[config.mk]
export PLATFORM = sky130hd
export DESIGN_NAME = kbm_lane
export DESIGN_NICKNAME = d
export VERILOG_FILES = /design/src/kbm_pkg.sv /design/src/kbm_lane.sv
export SDC_FILE = /design/constraint.sdc
export NUM_CORES = 1
export LEC_CHECK = 0
export ABC_AREA = 1
export BUFFER_PORTS_ARGS = -buffer_cell sky130_fd_sc_hd__buf_2
export CORE_MARGIN = 4
export CORE_UTILIZATION = 45
export CTS_BUF_LIST = sky130_fd_sc_hd__clkbuf_4
export DETAILED_ROUTE_END_ITERATION = 8
export SYNTH_ARGS = -nofsm -noshare
export SYNTH_HDL_FRONTEND = slang
export SYNTH_SLANG_ARGS = --single-unit
[constraint.sdc]
create_clock -name i_clk -period 10.4 [get_ports i_clk]
set_input_delay 0.52 -clock i_clk [delete_from_list [all_inputs] [get_ports i_clk]]
set_output_delay 0.52 -clock i_clk [all_outputs]
set_load 0.01 [all_outputs]
[src/kbm_pkg.sv]
package kbm_pkg;

    // Sizes fixed by the transaction fields
    localparam int IN_SLOTS     = 6;
    localparam int KEY_W        = 8;
    localparam int BTN_W        = 8;
    localparam int TIME_W       = 32;
    localparam int STRETCH_W    = 24;
    localparam int CFG_DATA_W   = 64;

    // Defaults for the top level parameters
    localparam int BUTTON_COUNT_DEF = 8;
    localparam int KEY_SLOTS_DEF    = 6;

    localparam logic [STRETCH_W-1:0] STRETCH_RESET = 24'd17000;
    localparam logic [BTN_W-1:0]     ALL_RELEASED  = 8'hFF;
    localparam logic [KEY_W-1:0]     ERR_KEY_MAX   = 8'h03;

    // Register indexes
    localparam logic CFG_KEYCODES = 1'b0;
    localparam logic CFG_STRETCH  = 1'b1;

    typedef enum logic [1:0] {
        OP_REPORT     = 2'd0,
        OP_TICK       = 2'd1,
        OP_CLEAR      = 2'd2,
        OP_DISCONNECT = 2'd3
    } t_opcode;

    typedef struct packed {
        t_opcode                            opcode;
        logic [TIME_W-1:0]                  time_us;
        logic [IN_SLOTS-1:0][KEY_W-1:0]     slots;
    } t_in_item;

    typedef struct packed {
        logic [BTN_W-1:0] button_state;
        logic [BTN_W-1:0] raw_button_state;
        logic             state_changed;
        logic             error_report;
        logic [KEY_W-1:0] last_pressed_key;
    } t_out_item;

    // Per-button control from the top level to a stretch lane
    typedef struct packed {
        logic step;      // commit a report or tick this cycle
        logic clear;     // disconnect: back to reset values
        logic report;    // accepted (non-error) report, edges count
        logic raw_prev;  // raw bit before this transaction, active low
        logic raw_next;  // raw bit after this transaction, active low
    } t_lane_ctl;

endpackage

[src/kbm_lane.sv]
// Tap stretch for one button: press timestamp, hold deadline, exposed bit.
module kbm_lane (
    input  logic                              i_clk,
    input  logic                              i_rst_n,
    input  kbm_pkg::t_lane_ctl                i_ctl,
    input  logic [kbm_pkg::TIME_W-1:0]        i_now,
    input  logic [kbm_pkg::STRETCH_W-1:0]     i_stretch,
    output logic                              o_exposed
);

    logic [kbm_pkg::TIME_W-1:0] r_press_start, n_press_start;
    logic [kbm_pkg::TIME_W-1:0] r_hold, n_hold;
    logic [kbm_pkg::TIME_W-1:0] until_t;
    logic [kbm_pkg::TIME_W-1:0] d_new;
    logic [kbm_pkg::TIME_W-1:0] d_old;
    logic                       new_ok;
    logic                       old_ok;
    logic                       press_edge;
    logic                       rel_edge;

    // wrap-safe "a after b": signed difference strictly positive
    assign until_t = r_press_start + kbm_pkg::TIME_W'(i_stretch);
    assign d_new   = until_t - i_now;
    assign d_old   = r_hold - i_now;
    assign new_ok  = (r_press_start != '0) && (until_t != '0) &&
                     (d_new != '0) && !d_new[kbm_pkg::TIME_W-1];
    assign old_ok  = (r_hold != '0) && (d_old != '0) && !d_old[kbm_pkg::TIME_W-1];

    assign press_edge = i_ctl.report && i_ctl.raw_prev && !i_ctl.raw_next;
    assign rel_edge   = i_ctl.report && !i_ctl.raw_prev && i_ctl.raw_next;

    always_comb begin
        n_press_start = press_edge ? i_now : r_press_start;
        if (!i_ctl.raw_next) begin
            n_hold    = '0;
            o_exposed = 1'b0;
        end else if (rel_edge) begin
            n_hold    = new_ok ? until_t : '0;
            o_exposed = !new_ok;
        end else begin
            n_hold    = old_ok ? r_hold : '0;
            o_exposed = !old_ok;
        end
    end

    always_ff @(posedge i_clk) begin
        if (!i_rst_n || i_ctl.clear) begin
            r_press_start <= '0;
            r_hold        <= '0;
        end else if (i_ctl.step) begin
            r_press_start <= n_press_start;
            r_hold        <= n_hold;
        end
    end

endmodule

Yosys cells after proc, flatten, opt, wreduce, memory -nomap -nowiden
Index checks and enable logic that the tools add are counted.
Widths: inputs -> output; s select.
- flip-flop bits (word level): 64
- output and inout bits: 1
- add/subtract/negate cells: 3
- multiplexer cells: 6
- reduce and logical (&&, ||, !) cells: 24
- equal/unequal tests: 1
- operators by type and width (operator ; number):
    $reduce_bool 32->1 ; 5
    $mux 32 ; 4
    $sub 32x32->32 ; 2
    $add 32x24->32 ; 1
    $logic_and 1x1->1 ; 9
    $logic_not 1->1 ; 7
    $reduce_and 2->1 ; 2
    $ne 3x2->1 const B ; 1
    $mux 1 ; 2
    $logic_or 1x1->1 ; 1

Logic depth before layout (Yosys ltp)
- depth in word-level cells: 8
- gate-level depth with buffers: 32
- gate-level depth less buffers: 31

Worst setup path before layout
Ideal clock, no wire load.
- path kind: input to output
- start point: input i_stretch[0] in the netlist's numbering
- end point: output o_exposed
- arrival time: 3901 ps
- stages on the path: 24
- required time: 9880 ps
- setup slack: 5979 ps
- cell sequence: ha_1 -> fa_1 -> nand2_1 -> nand3_1 -> and2_1 -> nand2_1 -> nand2_1 -> a21oi_1 -> xnor2_1 -> ha_1 -> nand2_1 -> inv_1 -> a21oi_1 -> a21boi_1 -> nand2b_1 -> nand3_1 -> nand2_1 -> nand2_1 -> nor2_1 -> nand4_4 -> nand3_4 -> buf_6 -> a21oi_1 -> nor2_1
- word-level cells in the longest chain between the ends: 8
- elaborated cells between the ends (all ways): 11
- those cells by class: 2 x add/sub; 2 x mux; 7 x reduce/logical
- RTL lines (element ; line ; RTL):
    start, declared ; kbm_lane.sv:7 ; input logic [kbm_pkg::STRETCH_W-1:0] i_stretch,
    $add 32x24->32 (*) ; kbm_lane.sv:22 ; assign until_t = r_press_start + kbm_pkg::TIME_W'(i_stretch);
    $sub 32x32->32 or $reduce_bool 32->1 (tied branches) ; kbm_lane.sv:23, kbm_lane.sv:25 ;
    $reduce_bool 32->1 or $logic_and 1x1->1 (tied branches) ; kbm_lane.sv:26, kbm_lane.sv:25 ;
    $logic_and 1x1->1 ; kbm_lane.sv:25 ; assign new_ok = (r_press_start != '0) && (until_t != '0) &&
    $logic_and 1x1->1 (*) ; kbm_lane.sv:26 ; (d_new != '0) && !d_new[kbm_pkg::TIME_W-1];
    $logic_not 1->1 (*) ; kbm_lane.sv:39 ; o_exposed = !new_ok;
    $mux 1 (*) ; kbm_lane.sv:37 ; end else if (rel_edge) begin
    $mux 1 (*) ; kbm_lane.sv:34 ; if (!i_ctl.raw_next) begin
    end, declared ; kbm_lane.sv:8 ; output logic o_exposed
Every way passes the cells marked *; elsewhere a longest branch is shown, timed or not.

Final worst setup path
- start point: register r_press_start[0] in the netlist's numbering
- end point: output o_exposed
- word-level cells in the longest chain between the ends: 8
- elaborated cells between the ends (all ways): 12
- those cells by class: 2 x add/sub; 2 x mux; 8 x reduce/logical
- RTL lines (element ; line ; RTL):
    start, declared ; kbm_lane.sv:11 ; logic [kbm_pkg::TIME_W-1:0] r_press_start, n_press_start;
    start signal, assigned ; kbm_lane.sv:51 ; r_press_start <= n_press_start;
    $add 32x24->32 ; kbm_lane.sv:22 ;
    $sub 32x32->32 or $reduce_bool 32->1 (tied branches) ; kbm_lane.sv:23, kbm_lane.sv:25 ;
    $reduce_bool 32->1 or $logic_and 1x1->1 (tied branches) ; kbm_lane.sv:26, kbm_lane.sv:25 ;
    $logic_and 1x1->1 ; kbm_lane.sv:25 ;
    $logic_and 1x1->1 (*) ; kbm_lane.sv:26 ;
    $logic_not 1->1 (*) ; kbm_lane.sv:39 ;
    $mux 1 (*) ; kbm_lane.sv:37 ;
    $mux 1 (*) ; kbm_lane.sv:34 ;
Marks and branches as above.

==> summary by stage <==
Placed design
The number of buffers inserted by port buffering is 63. The wire-length estimate of the detail-placed layout is 31.7 mm. In this run the cell area measured after placement is 0.0106 sq mm. The final weighted congestion of routability-driven global placement is 1.03.

Detailed routing
The detailed-route wire length is 36.5 mm. The initial detailed-routing violation count is 1076. The count of nets left with antenna violations once routing finished came out at 0. The per-cell routed wire length is 16.1 um. The number of detailed-route iterations in the first pass is 7. The mean number of vias per cell is 5.15. The total DRC errors in the routed layout is 0. The routed layout has 11717 vias.

Die
The floorplan has 54 rows. The overall die height is 157 um. The die width is 157 um. The area of the core is 0.0219 sq mm. In this run the count of I/O pins placed on the die edge is 64. The initial core utilization is 0.459.

The area of the die is 0.0248 sq mm.

Layout
The area used by sequential logic in the layout is 0.00128 sq mm. In the final layout, the share of cells above drive strength 1 is 0.0602. The area of all placed cells without fillers is 0.0107 sq mm.

After filler insertion, the fill cell instance count of the layout stands at 2559. In the final layout, the multi-input gates occupy 0.00722 sq mm. Relative to the synthesized area, the layout overhead comes to 6.93%. The final layout contains 2140 nets.

Worst setup path
On the critical path the largest part of the delay comes from simple AND/OR/NAND/NOR gates. In this design, the critical path's most frequently occurring cell is sky130_fd_sc_hd__nand2_1. The setup check on the worst reg-to-reg path leaves a slack of 5.68 ns. The number of buffer and inverter stages on the critical path is 4. The largest stage delay on the critical path is 0.47 ns.

The critical path is of the register to output pin type. The worst setup path is launched from a register. The critical-path cell with the highest stage delay is sky130_fd_sc_hd__fa_1. The type of destination of the critical path is an output pin. Data on the critical path is required at its endpoint by 9.88 ns. The worst endpoint data arrival time is 5.14 ns.

The maximum net fanout on the critical path is 24.

STA
Setup repair after global routing left no endpoint under its margin. The transition time of the tightest slew-check pin is 1.24 ns. The maximum operating frequency is 177 MHz.

The count of final setup violators is 0. The share of the clock period used by the worst path after layout is 0.545. The hold violation count in the final report is 0.

In the final timing run, aggregate negative setup slack is 0 ns. The headroom to the max-slew limit is 0.175. The worst hold slack after final layout is 0.358 ns.

Across the routed clock network, the largest skew measured is 0.0219 ns. Counting I/O delays and the setup requirement, the final critical path takes 5.66 ns. The number of max-slew violations in the final report came to 0.

GRT
The global-route wire length before repair is 56.9 mm. The residual overflow from global routing is 0. The number of antenna violations at the first check in global routing was 1. Entering global routing, the biggest net connects 65 pins. In the global route stage, overall resource usage came out at 0.295. The via count of the first global-routing pass was 10602.

CTS
The cell chosen for the clock root is sky130_fd_sc_hd__clkbuf_4. TritonCTS built the clock tree. CTS built an H-tree with a depth of 3. The quantity of gates resized following cts is 0.

The insertion delay to the later sink of the worst-skew pair is 0.47 ns. Counting the buffers created by CTS gives 9. The hold buffer count at CTS is 0. In this run the post-CTS setup repair buffer count came out at 0. The clock transition at the registers of the reported paths is 0.11 ns. The clock passes through at most 2 buffers. The number of clock sinks is 64.

Synth
Synthesis produced a netlist with a net count of 2086. By area the synthesized netlist is led by sky130_fd_sc_hd__nand2_1 26%, sky130_fd_sc_hd__inv_1 14%, sky130_fd_sc_hd__dfxtp_1 13%. The cell count after synthesis is 1934. The synthesized area per cell is 5.19 sq um. The mapped netlist covers 0.0100 sq mm. The count of unique library cells instantiated by Yosys is 42.

The number of synthesized register bits is 64. Of the synthesized area, sequential elements account for 0.128. The fraction of registers with async set or reset after synthesis is 0. Of the post-synthesis cell area, the dominant cell type holds 0.256. The number of warnings issued by yosys is 0. The synthesized design contains 0 enable-type register cells. The dominant register cell in the synthesized netlist is sky130_fd_sc_hd__dfxtp_1. sky130_fd_sc_hd__nand2_1 takes more of the synthesized area than any other cell.

Run
The number of max-capacitance violations reported is 0.

Power
The power density of the placed cells is 78.7 mW/mm^2. Across the VDD grid, the largest voltage drop is 60.3 uV. The post-route total power is 845 uW. The leakage power is 6.38 nW.

Min path
The min-delay analysis places its worst path in the category input port to register.

Run status
The flow ran to the end, and the final reports show no timing, DRC or antenna violations.
-- area by class of cell --
type	instances	area share
multi-input combinational	1471	0.672
inverter	376	0.131
sequential	64	0.119
tap	280	0.0326
timing repair buffer	66	0.0315
clock buffer	12	0.00839
clock inverter	4	0.00419
antenna	1	0.000233
-- routing by layer --
metal,vias to the layer above,share of wire,track usage
met5,-,0,0
met4,0,0.027,0.0799
met3,42,0.082,0.0514
met2,403,0.42,0.454
met1,5178,0.47,0.425
li1,6094,-,-
-- metrics by stage --
step / instances / util / setup WS [ns]
after floorplan: 1934 / - / 5.98
after global placement: 2257 / 0.484 / 5.02
after detailed placement: 2257 / 0.484 / 5.03
after CTS: 2273 / 0.491 / 4.81
after global routing: 2274 / 0.491 / 4.30
final: 2274 / 0.491 / 4.74
-- cell usage in the layout (no fill, tap or decap), types with 2 or more instances in the layout --
cell                       synthesis  final
sky130_fd_sc_hd__buf_2             5     63
sky130_fd_sc_hd__and2_1            3      3
sky130_fd_sc_hd__nand4_1          37     37
sky130_fd_sc_hd__nand2_1         686    686
sky130_fd_sc_hd__nor4_1           20     20
sky130_fd_sc_hd__fa_1              3      3
sky130_fd_sc_hd__nor3_1           22     22
sky130_fd_sc_hd__buf_4             2      3
sky130_fd_sc_hd__nor2_2            8      8
sky130_fd_sc_hd__a21oi_1         105    105
sky130_fd_sc_hd__clkinv_2          0      3
sky130_fd_sc_hd__a21oi_2           2      2
sky130_fd_sc_hd__nand3_1         112    112
sky130_fd_sc_hd__nand3_2           2      2
sky130_fd_sc_hd__xor2_1           15     15
sky130_fd_sc_hd__ha_1             86     86
sky130_fd_sc_hd__clkbuf_4          0     12
sky130_fd_sc_hd__o21bai_1          8      8
sky130_fd_sc_hd__xnor2_1           6      6
sky130_fd_sc_hd__inv_1           370    370
sky130_fd_sc_hd__nand3_4           2      2
sky130_fd_sc_hd__dfxtp_1          64     64
sky130_fd_sc_hd__nand3b_1          9      9
sky130_fd_sc_hd__a21o_1            6      6
sky130_fd_sc_hd__nor3_2            3      3
sky130_fd_sc_hd__o21ai_0          53     53
sky130_fd_sc_hd__inv_2             5      5
sky130_fd_sc_hd__nor2_1          259    258
sky130_fd_sc_hd__nand2_2          12     12
-- synthesized netlist by cell type, types with 3 or more instances --
| cell type | count |
|---|---|
| sky130_fd_sc_hd__a21o_1 | 6 |
| sky130_fd_sc_hd__a21oi_1 | 105 |
| sky130_fd_sc_hd__and2_1 | 3 |
| sky130_fd_sc_hd__buf_2 | 5 |
| sky130_fd_sc_hd__buf_6 | 5 |
| sky130_fd_sc_hd__clkbuf_1 | 11 |
| sky130_fd_sc_hd__dfxtp_1 | 64 |
| sky130_fd_sc_hd__fa_1 | 3 |
| sky130_fd_sc_hd__ha_1 | 86 |
| sky130_fd_sc_hd__inv_1 | 370 |
| sky130_fd_sc_hd__inv_2 | 5 |
| sky130_fd_sc_hd__nand2_1 | 686 |
| sky130_fd_sc_hd__nand2_2 | 12 |
| sky130_fd_sc_hd__nand3_1 | 112 |
| sky130_fd_sc_hd__nand3b_1 | 9 |
| sky130_fd_sc_hd__nand4_1 | 37 |
| sky130_fd_sc_hd__nor2_1 | 259 |
| sky130_fd_sc_hd__nor2_2 | 8 |
| sky130_fd_sc_hd__nor3_1 | 22 |
| sky130_fd_sc_hd__nor3_2 | 3 |
| sky130_fd_sc_hd__nor4_1 | 20 |
| sky130_fd_sc_hd__o21ai_0 | 53 |
| sky130_fd_sc_hd__o21bai_1 | 8 |
| sky130_fd_sc_hd__xnor2_1 | 6 |
| sky130_fd_sc_hd__xor2_1 | 15 |
-- final timing paths --
path,cells past startpoint,start,to
setup / recovery,27,r_press_start[0]$_SDFFE_PP0P_,o_exposed
setup reg to reg,27,r_press_start[0]$_SDFFE_PP0P_,r_hold[7]$_SDFFE_PP0P_
hold reg to reg,2,r_hold[12]$_SDFFE_PP0P_,r_hold[12]$_SDFFE_PP0P_
hold / removal,3,i_now[27],r_press_start[27]$_SDFFE_PP0P_
-- worst register-to-register path, delay by kind of cell (launching register included) --
kind                       cells  cell delay (ns)
and+or+nand+nor               20             2.56
adders and majority gates      3             1.15
DFF                            1             0.36
xor gates and xnor gates       1             0.34
buffers and inverters          3             0.22
-- kinds of logic after synthesis --
family                   count (synthesis)  synth area share
XOR/XNOR                                21            0.0183
buffers and inverters                  399             0.154
adder cells (fa/ha/maj)                 89             0.113
flip-flops                              64             0.128
AO/OA/AOI/OAI                          180            0.0953
AND/OR/NAND/NOR                       1181             0.492
-- sequential cells by signal, indices dropped and copies added, names as in the netlist --
signal	cells
r_hold	32
r_press_start	32
-- power breakdown --
group	leakage, nW	switching [mW]	internal [mW]
sequential	0.519	0.00704	0.252
clock	0.0811	0.0989	0.0802
combinational	5.78	0.278	0.128
total	6.38	0.384	0.460
No activity file was read; power rests on OpenSTA's default activity.
